File: src/rtl/dd_odo_pkg.sv
`timescale 1ns / 1ps
package dd_odo_pkg;

	localparam int CORDIC_STEPS = 16;
	localparam int ITER_W = $clog2(CORDIC_STEPS);
	localparam int ATAN_IDX_W = 5;
	localparam logic [ITER_W-1:0] CORDIC_LAST = ITER_W'(CORDIC_STEPS - 1);

	localparam int CORD_W = 34;
	localparam int ANG_W = 36;
	localparam int MUL_A_W = 35;
	localparam int MUL_B_W = 26;
	localparam int PROD_W = MUL_A_W + MUL_B_W;

	localparam logic signed [ANG_W-1:0] PI_Q = 36'sd1686629713;
	localparam logic signed [ANG_W-1:0] TWO_PI_Q = 36'sd3373259426;
	localparam logic signed [ANG_W-1:0] HALF_PI_Q = 36'sd843314857;
	localparam logic signed [CORD_W-1:0] CORDIC_GAIN = 34'sd652032874;

	localparam logic [15:0] RADIUS_RESET = 16'd6554;
	localparam logic [15:0] SCALE_RESET = 16'd3523;

	typedef enum logic {
		REG_WHEEL_RADIUS = 1'b0,
		REG_TURN_SCALE   = 1'b1
	} cfg_reg_t;

	typedef enum logic [3:0] {
		ST_IDLE,
		ST_VLIN,
		ST_VANG,
		ST_DIST,
		ST_TURN,
		ST_MID,
		ST_FOLD,
		ST_WRAP,
		ST_ANG,
		ST_CORD,
		ST_CS,
		ST_MX,
		ST_MY,
		ST_WB
	} state_t;

	// atan(2^-i), Q2.30
	function automatic logic signed [CORD_W-1:0] atan_q(input logic [ATAN_IDX_W-1:0] idx);
		case (idx)
			5'd0:  return 34'sd843314857;
			5'd1:  return 34'sd497837829;
			5'd2:  return 34'sd263043837;
			5'd3:  return 34'sd133525159;
			5'd4:  return 34'sd67021687;
			5'd5:  return 34'sd33543516;
			5'd6:  return 34'sd16775851;
			5'd7:  return 34'sd8388437;
			5'd8:  return 34'sd4194283;
			5'd9:  return 34'sd2097149;
			5'd10: return 34'sd1048576;
			5'd11: return 34'sd524288;
			5'd12: return 34'sd262144;
			5'd13: return 34'sd131072;
			5'd14: return 34'sd65536;
			5'd15: return 34'sd32768;
			5'd16: return 34'sd16384;
			5'd17: return 34'sd8192;
			5'd18: return 34'sd4096;
			5'd19: return 34'sd2048;
			5'd20: return 34'sd1024;
			5'd21: return 34'sd512;
			5'd22: return 34'sd256;
			5'd23: return 34'sd128;
			5'd24: return 34'sd64;
			5'd25: return 34'sd32;
			5'd26: return 34'sd16;
			5'd27: return 34'sd8;
			5'd28: return 34'sd4;
			5'd29: return 34'sd2;
			default: return '0;
		endcase
	endfunction

	function automatic logic signed [31:0] wrap_once(input logic signed [ANG_W-1:0] a);
		logic signed [ANG_W-1:0] r;
		if (a > PI_Q)
			r = a - TWO_PI_Q;
		else if (a < -PI_Q)
			r = a + TWO_PI_Q;
		else
			r = a;
		return r[31:0];
	endfunction

	function automatic logic signed [31:0] sat32(input logic signed [ANG_W-1:0] a);
		if (a > 36'sd2147483647)
			return 32'sh7FFF_FFFF;
		else if (a < -36'sd2147483648)
			return 32'sh8000_0000;
		else
			return a[31:0];
	endfunction

endpackage

File: src/rtl/dd_odo_mul.sv
`timescale 1ns / 1ps
module dd_odo_mul import dd_odo_pkg::*; (
	input  logic                       clk,
	input  logic signed [MUL_A_W-1:0]  a,
	input  logic signed [MUL_B_W-1:0]  b,
	output logic signed [PROD_W-1:0]   p
);

	logic signed [PROD_W-1:0] p_q;

	always_ff @(posedge clk) begin
		p_q <= PROD_W'(a) * PROD_W'(b);
	end

	assign p = p_q;

endmodule

File: src/rtl/dd_odo_cordic.sv
`timescale 1ns / 1ps
module dd_odo_cordic import dd_odo_pkg::*; (
	input  logic                      clk,
	input  logic                      arst_n,
	input  logic                      start,
	input  logic signed [CORD_W-1:0]  z0,
	output logic                      done,
	output logic signed [CORD_W-1:0]  x,
	output logic signed [CORD_W-1:0]  y
);

	logic signed [CORD_W-1:0] x_q, y_q, z_q;
	logic signed [CORD_W-1:0] xs, ys, at;
	logic [ITER_W-1:0] i_q;
	logic busy_q, done_q;

	always_comb begin
		xs = x_q >>> i_q;
		ys = y_q >>> i_q;
		at = atan_q(ATAN_IDX_W'(i_q));
	end

	always_ff @(posedge clk or negedge arst_n) begin
		if (!arst_n) begin
			busy_q <= 1'b0;
			done_q <= 1'b0;
			i_q    <= '0;
		end else if (start) begin
			busy_q <= 1'b1;
			done_q <= 1'b0;
			i_q    <= '0;
		end else begin
			done_q <= busy_q && (i_q == CORDIC_LAST);
			if (busy_q) begin
				i_q <= i_q + 1'b1;
				if (i_q == CORDIC_LAST)
					busy_q <= 1'b0;
			end
		end
	end

	// one micro-rotation per cycle
	always_ff @(posedge clk) begin
		if (start) begin
			x_q <= CORDIC_GAIN;
			y_q <= '0;
			z_q <= z0;
		end else if (busy_q) begin
			if (!z_q[CORD_W-1]) begin
				x_q <= x_q - ys;
				y_q <= y_q + xs;
				z_q <= z_q - at;
			end else begin
				x_q <= x_q + ys;
				y_q <= y_q - xs;
				z_q <= z_q + at;
			end
		end
	end

	assign done = done_q;
	assign x = x_q;
	assign y = y_q;

endmodule

File: src/rtl/diff_drive_odometry_unit.sv
`timescale 1ns / 1ps
// Wheel update: speed and distance products, angle wrap, CORDIC, cos/sin, x/y products, write-back.
// A new item is taken only once the last is written back; the CORDIC loop, one step per cycle,
// and six passes through the shared 35x26 multiplier set the pace.
// Set pose: written to the pose registers when taken, no result.
// Reset: pose cleared to zero, wheel_radius = 6554, turn_scale = 3523, no result pending.
module diff_drive_odometry_unit import dd_odo_pkg::*; (
	input  logic               clk,
	input  logic               arst_n,
	input  logic               cfg_we,
	input  logic [0:0]         cfg_index,
	input  logic [15:0]        cfg_data,
	input  logic               in_valid,
	output logic               in_stall,
	input  logic               command,
	input  logic signed [15:0] left_front_speed,
	input  logic signed [15:0] right_front_speed,
	input  logic signed [15:0] left_rear_speed,
	input  logic signed [15:0] right_rear_speed,
	input  logic [15:0]        elapsed_time,
	input  logic signed [31:0] new_x,
	input  logic signed [31:0] new_y,
	input  logic signed [31:0] new_heading,
	output logic               out_valid,
	input  logic               out_stall,
	output logic signed [31:0] out_x,
	output logic signed [31:0] out_y,
	output logic signed [31:0] out_heading,
	output logic signed [31:0] linear_speed,
	output logic signed [31:0] angular_speed
);

	state_t state_q, state_d;

	logic [15:0] radius_q, scale_q;
	logic signed [31:0] pose_x_q, pose_y_q, pose_h_q;

	logic signed [17:0] sum4_q, diff4_q;
	logic [15:0] dt_q;
	logic signed [MUL_A_W-1:0] rs_q, ks_q;
	logic signed [25:0] dist_q;
	logic signed [33:0] turn_q;
	logic signed [ANG_W-1:0] mid_raw_q, head_raw_q;
	logic signed [31:0] mid_q, head_q;
	logic neg_q;
	logic signed [CORD_W-1:0] cos_q, sin_q;
	logic signed [31:0] x_new_q;
	logic signed [31:0] lin_q, ang_q;

	logic out_valid_q;
	logic signed [31:0] ox_q, oy_q, oh_q, vlin_q, vang_q;

	logic signed [MUL_A_W-1:0] mul_a;
	logic signed [MUL_B_W-1:0] mul_b;
	logic signed [PROD_W-1:0] prod;

	logic cord_start, cord_done;
	logic signed [CORD_W-1:0] cord_x, cord_y, cord_z0;
	logic signed [ANG_W-1:0] fold_a, mid_ext;
	logic fold_neg;

	logic in_take, wb_go;
	logic signed [PROD_W-1:0] turn_sh;
	logic signed [ANG_W-1:0] xsum, ysum;

	assign in_stall = (state_q != ST_IDLE);
	assign in_take = in_valid && !in_stall;
	assign wb_go = !out_valid_q || !out_stall;

	dd_odo_mul u_mul (
		.clk (clk),
		.a   (mul_a),
		.b   (mul_b),
		.p   (prod)
	);

	dd_odo_cordic u_cordic (
		.clk    (clk),
		.arst_n (arst_n),
		.start  (cord_start),
		.z0     (cord_z0),
		.done   (cord_done),
		.x      (cord_x),
		.y      (cord_y)
	);

	always_comb begin
		mul_a = '0;
		mul_b = '0;
		unique case (state_q) inside
			ST_VLIN: begin
				mul_a = MUL_A_W'({1'b0, radius_q});
				mul_b = MUL_B_W'(sum4_q);
			end
			ST_VANG: begin
				mul_a = MUL_A_W'({1'b0, scale_q});
				mul_b = MUL_B_W'(diff4_q);
			end
			ST_DIST: begin
				mul_a = rs_q;
				mul_b = MUL_B_W'({1'b0, dt_q});
			end
			ST_TURN: begin
				mul_a = ks_q;
				mul_b = MUL_B_W'({1'b0, dt_q});
			end
			ST_MX: begin
				mul_a = MUL_A_W'(cos_q);
				mul_b = dist_q;
			end
			ST_MY, ST_WB: begin
				mul_a = MUL_A_W'(sin_q);
				mul_b = dist_q;
			end
			default: begin
				mul_a = '0;
				mul_b = '0;
			end
		endcase
	end

	// fold into +-pi/2, CORDIC works on twice the Q3.29 angle
	always_comb begin
		mid_ext = ANG_W'(mid_q);
		fold_neg = 1'b0;
		fold_a = mid_ext;
		if (mid_ext > HALF_PI_Q) begin
			fold_a = mid_ext - PI_Q;
			fold_neg = 1'b1;
		end else if (mid_ext < -HALF_PI_Q) begin
			fold_a = mid_ext + PI_Q;
			fold_neg = 1'b1;
		end
		cord_z0 = CORD_W'(fold_a <<< 1);
		cord_start = (state_q == ST_ANG);
	end

	always_comb begin
		turn_sh = prod >>> 8;
		xsum = ANG_W'(pose_x_q) + ANG_W'(prod >>> 30);
		ysum = ANG_W'(pose_y_q) + ANG_W'(prod >>> 30);
	end

	always_comb begin
		state_d = state_q;
		unique case (state_q)
			ST_IDLE: if (in_take && !command) state_d = ST_VLIN;
			ST_VLIN: state_d = ST_VANG;
			ST_VANG: state_d = ST_DIST;
			ST_DIST: state_d = ST_TURN;
			ST_TURN: state_d = ST_MID;
			ST_MID:  state_d = ST_FOLD;
			ST_FOLD: state_d = ST_WRAP;
			ST_WRAP: state_d = ST_ANG;
			ST_ANG:  state_d = ST_CORD;
			ST_CORD: if (cord_done) state_d = ST_CS;
			ST_CS:   state_d = ST_MX;
			ST_MX:   state_d = ST_MY;
			ST_MY:   state_d = ST_WB;
			ST_WB:   if (wb_go) state_d = ST_IDLE;
			default: state_d = ST_IDLE;
		endcase
	end

	always_ff @(posedge clk or negedge arst_n) begin
		if (!arst_n)
			state_q <= ST_IDLE;
		else
			state_q <= state_d;
	end

	always_ff @(posedge clk or negedge arst_n) begin
		if (!arst_n) begin
			radius_q <= RADIUS_RESET;
			scale_q  <= SCALE_RESET;
		end else if (cfg_we) begin
			unique case (cfg_reg_t'(cfg_index))
				REG_WHEEL_RADIUS: radius_q <= cfg_data;
				REG_TURN_SCALE:   scale_q <= cfg_data;
			endcase
		end
	end

	always_ff @(posedge clk or negedge arst_n) begin
		if (!arst_n) begin
			pose_x_q <= '0;
			pose_y_q <= '0;
			pose_h_q <= '0;
		end else if (in_take && command) begin
			pose_x_q <= new_x;
			pose_y_q <= new_y;
			pose_h_q <= wrap_once(ANG_W'(new_heading));
		end else if (state_q == ST_WB && wb_go) begin
			pose_x_q <= x_new_q;
			pose_y_q <= sat32(ysum);
			pose_h_q <= head_q;
		end
	end

	always_ff @(posedge clk or negedge arst_n) begin
		if (!arst_n)
			out_valid_q <= 1'b0;
		else if (state_q == ST_WB && wb_go)
			out_valid_q <= 1'b1;
		else if (!out_stall)
			out_valid_q <= 1'b0;
	end

	always_ff @(posedge clk) begin
		if (in_take) begin
			sum4_q  <= 18'(right_front_speed) + 18'(right_rear_speed)
				+ 18'(left_front_speed) + 18'(left_rear_speed);
			diff4_q <= 18'(right_front_speed) + 18'(right_rear_speed)
				- 18'(left_front_speed) - 18'(left_rear_speed);
			dt_q    <= elapsed_time;
		end
		case (state_q)
			ST_VANG: begin
				rs_q  <= prod[MUL_A_W-1:0];
				lin_q <= 32'(prod >>> 10);
			end
			ST_DIST: begin
				ks_q  <= prod[MUL_A_W-1:0];
				ang_q <= 32'(prod >>> 5);
			end
			ST_TURN: dist_q <= 26'(prod >>> 26);
			ST_MID: begin
				if (turn_sh > PROD_W'(TWO_PI_Q))
					turn_q <= 34'(TWO_PI_Q);
				else if (turn_sh < -PROD_W'(TWO_PI_Q))
					turn_q <= -34'(TWO_PI_Q);
				else
					turn_q <= turn_sh[33:0];
			end
			ST_FOLD: begin
				mid_raw_q  <= ANG_W'(turn_q >>> 1) + ANG_W'(pose_h_q);
				head_raw_q <= ANG_W'(turn_q) + ANG_W'(pose_h_q);
			end
			ST_WRAP: begin
				mid_q  <= wrap_once(mid_raw_q);
				head_q <= wrap_once(head_raw_q);
			end
			ST_ANG: neg_q <= fold_neg;
			ST_CS: begin
				cos_q <= neg_q ? -cord_x : cord_x;
				sin_q <= neg_q ? -cord_y : cord_y;
			end
			ST_MY: x_new_q <= sat32(xsum);
			ST_WB: begin
				if (wb_go) begin
					ox_q   <= x_new_q;
					oy_q   <= sat32(ysum);
					oh_q   <= head_q;
					vlin_q <= lin_q;
					vang_q <= ang_q;
				end
			end
			default: ;
		endcase
	end

	assign out_valid     = out_valid_q;
	assign out_x         = ox_q;
	assign out_y         = oy_q;
	assign out_heading   = oh_q;
	assign linear_speed  = vlin_q;
	assign angular_speed = vang_q;

endmodule

File: config.mk
export PLATFORM = sky130hd
export DESIGN_NAME = diff_drive_odometry_unit
export DESIGN_NICKNAME = d
export VERILOG_FILES = /design/src/rtl/dd_odo_pkg.sv /design/src/rtl/dd_odo_mul.sv /design/src/rtl/dd_odo_cordic.sv /design/src/rtl/diff_drive_odometry_unit.sv
export SDC_FILE = /design/constraint.sdc
export NUM_CORES = 2
export LEC_CHECK = 0
export BUFFER_PORTS_ARGS = -buffer_cell sky130_fd_sc_hd__buf_4
export CORE_ASPECT_RATIO = 2
export CORE_MARGIN = 5
export CORE_UTILIZATION = 60
export DETAILED_ROUTE_END_ITERATION = 12
export HOLD_SLACK_MARGIN = 0.05
export PLACE_DENSITY = 0.75
export SLEW_MARGIN = 10
export SYNTH_ARGS = -nofsm -noshare
export SYNTH_HDL_FRONTEND = slang
export SYNTH_SLANG_ARGS = --single-unit
File: constraint.sdc
create_clock -name clk -period 11.9 [get_ports clk]
set_input_delay 1.19 -clock clk [delete_from_list [all_inputs] [get_ports clk]]
set_output_delay 1.19 -clock clk [all_outputs]
set_load 0.005 [all_outputs]
---- After elaboration in Yosys (flattened, before gate mapping) ----
Memory sizes are Yosys's and may differ from the RTL's.
Index checks and enable logic that the tools add are counted.
word-level totals
  output and inout bits ................... 162
  bits in registers ....................... 942
  bits of input ports ..................... 199
  logic and storage cells ................. 163
  memory bits (read-only) ................. 480
  memories ................................ 1
memories
  name              words  width  read ports  clocked after memory_dff  wr ports  RTL line          RTL
  (name not given)  16     30     1           0                         0         dd_odo_pkg.sv:47  case (idx)
operators by class
  shift operators ......................... 2
  equality and inequality tests ........... 18
  add/sub/neg operators ................... 26
  magnitude comparators ................... 14
  multiply operators ...................... 1
  multiplexer cells ....................... 40
  reductions and logical operators ........ 22
  bitwise gates (word level) .............. 1
operator list
  kind                                                                            count
  32-bit two-way mux                                                              15
  34-bit two-way mux                                                              8
  35-bit case mux with 6 select lines                                             1
  26-bit case mux with 4 select lines                                             1
  34-bit adder                                                                    3
  34-bit subtractor                                                               3
  32-bit by 31-bit adder with 32-bit output, second input constant                3
  32-bit by 31-bit subtractor with 32-bit output, second input constant           3
  34-bit negation                                                                 2
  34-bit by 4-bit >>> shifter with 34-bit output                                  2
  32-bit by 31-bit adder with 33-bit output                                       2
  33-bit by 32-bit > comparator with 1-bit output, second input constant          2
  33-bit by 32-bit less-than comparator with 1-bit output, second input constant  2
  33-bit two-way mux                                                              2
  35-bit by 26-bit multiplier with 61-bit output                                  1
  4-bit case mux with 14 select lines                                             1
  53-bit by 33-bit > comparator with 1-bit output, second input constant          1
  53-bit by 33-bit less-than comparator with 1-bit output, second input constant  1
  34-bit by 32-bit adder with 35-bit output                                       1
  35-bit by 32-bit > comparator with 1-bit output, second input constant          1
  35-bit by 32-bit less-than comparator with 1-bit output, second input constant  1
  33-bit by 32-bit adder with 34-bit output                                       1
  34-bit by 32-bit > comparator with 1-bit output, second input constant          1
  34-bit by 32-bit less-than comparator with 1-bit output, second input constant  1
  other kinds (31)                                                                65

---- Depth between registers and ports, before layout ----
  depth after elaboration ................. 6
  depth in mapped cells ................... 37
  depth with buffers taken out ............ 32

---- By module ----
A second synthesis with hierarchy kept.
unflattened totals
  cells, all modules ...................... 9287
  area, all modules ....................... 89544.6 µm²
modules (own cells, without submodules)
  module                    cells an instance  seq. area each (µm²)  area each (µm²)  instances
  diff_drive_odometry_unit  3823               20882.5               41443.5          1
  dd_odo_mul                3593               1221.2                32990.4          1
  dd_odo_cordic             1871               2532.4                15110.7          1

---- Least setup slack after synthesis ----
OpenSTA, ideal clock, no wires.
  path kind ............................... reg2reg
  start ................................... reg state_q[2]
  end ..................................... reg u_mul.p_q[60], in the netlist u_mul.p[60]
  data required time ...................... 11.836 ns
  period minus slack after synthesis ...... 9.677 ns
  slack ................................... 2.223 ns
  path buffers ............................ 4
  data arrival time ....................... 9.613 ns
  library setup time ...................... 0.064 ns
  cell stages (with the launch flop) ...... 33
  cell sequence ........................... dfrtp_1 clkbuf_1 nor3_1 clkbuf_1 a22oi_1 nand3_1 clkbuf_1 nand2_1 fa_1 inv_1 fa_1 inv_1 fa_1 fa_1 inv_1 fa_1 fa_1 inv_1 fa_1 inv_1 ha_1 clkbuf_1 a21o_1 a21o_1 a21o_1 a21o_1 a21oi_1 o21ai_0 a311o_1 o21ai_1 o211ai_1 a2111o_1 nand4_1
between the ends
  longest elaborated chain between the ends .. 4
  elaborated cells on any way between the ends .. 13
  those cells by class .................... 1 x mul; 7 x eq/ne; 2 x mux; 3 x reduce/logical
RTL lines
  item                                                                                        RTL line                         RTL
  from (decl)                                                                                 diff_drive_odometry_unit.sv:33   state_t state_q, state_d;
  from (signal assigned)                                                                      diff_drive_odometry_unit.sv:169  state_q <= state_d;
  4-bit == test, or another cell as far along                                                 --
  3-bit OR reduction (no source line) or 2-bit OR reduction (tied branches)                   --
  26-bit case mux with 4 select lines or 35-bit case mux with 6 select lines (tied branches)  diff_drive_odometry_unit.sv:90   unique case (state_q) inside
  35-bit by 26-bit multiplier with 61-bit output (*)                                          dd_odo_mul.sv:12                 p_q <= PROD_W'(a) * PROD_W'(b);
  to (signal assigned)                                                                        dd_odo_mul.sv:12
  to (decl)                                                                                   dd_odo_mul.sv:9                  logic signed [PROD_W-1:0] p_q;
Every way passes the cells marked *; elsewhere a longest branch is shown, timed or not.
A chain may end at the register's enable or synchronous reset.

---- Worst setup path in the final report ----
  start ................................... reg state_q[1]
  end ..................................... reg u_mul.p_q[60], in the netlist u_mul.p[60]
The elaborated chain is that of the path after synthesis.

==> results.md <==
* Final HPWL DP at between 200 and 300 mm
* Pre-antenna DRT Iters at 6
* Worst EP required at 12.54 ns
* R2r setup slk at 0.86 ns
* Synth top area share at 21.85%
* Final TNS setup at 0 ns
* Failing checks: capacitance limit
* Ys flop type: edfxtp_1
* Yosys cell types at 112
* Site Rows at roughly 200
* CP Launch Type: flip-flop
* Largest family of logic cells by synthesized area: adder cells
* Layout area overhead at 8.465%
* Clk Latency, worst-skew pair at 0.71 ns
* Min-Delay Path Class: flip-flop to flip-flop
* DRC viols at 0
* Initial antenna violation count at 50
* IO Port Bufs at between 300 and 400
* Routed vias at 74590
* Post-CTS Resized at 0
* Simple-Gate Fraction of Synth Area at 12.99%
* Sink Count at about 900
* Number of synthesized register bits at between 800 and 900
* Post-layout min period at ~11 ns
* Post-synthesis sequential area ratio at between 20 and 30%
* Slew Limit Fails at 0
* DR iter-0 viols at around 7400
* Final period util at between 90% and 100%
* Post-synth ARST share at 15.67%
* Die height at roughly 550 um
* Mean post-synth cell area at 9.478 um2
* EDFF count, synth at 618
* Main area contributors after synthesis: fa_1, edfxtp_1, ha_1
* Mean routed wirelength per cell at 29.65 um
* Crit. End Element: flip-flop
* Final Hold Viols at 0
* Clock skew at about 0.033 ns
* Max incr delay on CP at 0.83 ns
* CP Class: flip-flop to flip-flop
* Adder-cell share of the synthesized area at between 20% and 30%
* Yosys warns at 0
* Core ar. at 0.1472 mm2
* Post-synth top cells: inv_1, nand2_1, fa_1
* RD Place Congestion at 1.114
* Final wirelength at about 340 mm
* DRT antenna net count at 0
* CTS tree: done
* Die Width at 282.0 um
* Avg Vias per Cell at 6.496
* Root Driver: clkbuf_16
* Die area at between 0.15 and 0.2 mm2
* Count leader, synth: inv_1
* Slowest cell on crit path: nand2_1
* Clock buffer depth at 3
* Vias in the first global route at about 77000
* First-pass GRT wire length at 496.5 mm
* Hold WS at between 0.4 and 0.5 ns
* Final setup viols at 0
* Bufs and invs on worst path at 8
* Crit-path max FO at 16
* Cell type with the largest total area after synthesis: fa_1
* H-tree depth at 3
* Post-Synth XOR/XNOR Area at 5.642%
* Worst-path clk slew at 0.07 ns
* Largest net degree at the start of global routing at 86
* Slew @ Worst Pin at 1.466 ns
* Most frequent CP cell: fa_1
* All-Layer GR Usage at 43.43%
* Syn_nets at 11000
* Initial core utilization at 60.33%
* GRT overflow at 0
* Mux cell area share after synthesis at 3.225%
* Top-Level Pins at between 300 and 400
* RSZ-0062 raised after global routing: no
* Layout cell share with drive strength beyond 1 at 9.658%
* Slew Limit Headroom at 2.002%
* Critical Path AT at 11.68 ns
* Compound-Gate Fraction of Synth Area at 14.07%
* Final net count at about 11000
* Synth Instances at 9366
* Max Freq at 0.09061 GHz
* Cell Area, Synth at 0.08877 mm2
* Status: finished with violations
* Max_cap viols at 1
* Top Family by Delay on Critical Path: adder cells
* Cts-stage hold buffer count at 0
* CTS buffer count at between 80 and 90
* Post-CTS Setup Inserts at 0
## state kept, by name, indices dropped and copies added (netlist names), 34 cells and up
signal and flops:
cos_q 34, head_raw_q 35, ks_q 34, mid_raw_q 34, rs_q 34, sin_q 34, turn_q 34, u_cordic.x 34
u_cordic.y 34, u_cordic.z_q 34, u_mul.p 61
## per-stage QoR
step	setup slack (ns)	cell area (um2)	cells	utilization [%]
finish	0.8631	96290	11480	65.43
floorplan	2.223	88770	9366	-
global route	0.6572	96210	11450	65.38
detailed placement	1.435	93310	11290	63.41
CTS	1.372	96180	11450	65.36
global placement	1.423	93310	11290	63.41
## kinds of logic after synthesis
family / count (synthesis)
AOI/OAI and AO/OA: 1886
xor gates and xnor gates: 571
adders and majority gates: 1463
buffers and inverters: 1742
DFF: 887
muxes: 199
and+or+nand+nor: 2618
## layout make-up
| class | instances | area [um2] |
|---|---|---|
| Antenna cell | 38 | 95.09 |
| Clock buffer | 101 | 2240 |
| Clock inverter | 56 | 629.4 |
| Fill cell | 12160 | 50870 |
| Inverter | 1228 | 4617 |
| Multi-Input combinational cell | 6737 | 57650 |
| Sequential cell | 887 | 24670 |
| Tap cell | 1909 | 2389 |
| Timing Repair Buffer | 527 | 3998 |
## cell usage in the layout, fill, tap and decap left out, types with 54 or more instances in the layout
cell type  Yosys  layout
inv_1       1224    1221
nand2_1     1123    1122
fa_1         969     969
nor2_1       794     784
edfxtp_1     618     618
buf_4          5     523
ha_1         463     463
a21oi_1      453     450
xnor2_1      378     378
o21ai_0      350     348
a21o_1       224     221
xor2_1       192     192
a22oi_1      147     147
dfxtp_1      130     130
dfrtp_1      125     120
nand3_1      123     118
a31oi_1       94      94
and3_1        90      88
clkbuf_16      0      87
mux2i_1       82      82
and2_1        73      71
nand2b_1      68      68
nor3_1        70      65
mux4_2        63      63
o21bai_1      61      61
a211oi_1      55      55
o21a_1        54      54
## per-layer routing
layer,GRT usage [%],routed length (um)
met2,71.94,164600
met3,12.50,30560
met5,0.03127,152
met4,41.26,43840
met1,42.82,101200
## final timing paths
path / cells after the start / to / start
setup / recovery: 30 / u_mul.p[60] / state_q[1]
hold / removal: 0 / angular_speed[30] / ang_q[30]
setup reg to reg: 30 / u_mul.p[60] / state_q[1]
hold reg to reg: 0 / angular_speed[30] / ang_q[30]
max in group asynchronous: 3 / pose_y_q[17] / arst_n
min in group asynchronous: 1 / u_cordic.i_q[0] / arst_n
Power is left out: the tool's default activity adds up to more than one toggle a clock period on the data nets, which glitch-free logic cannot reach.
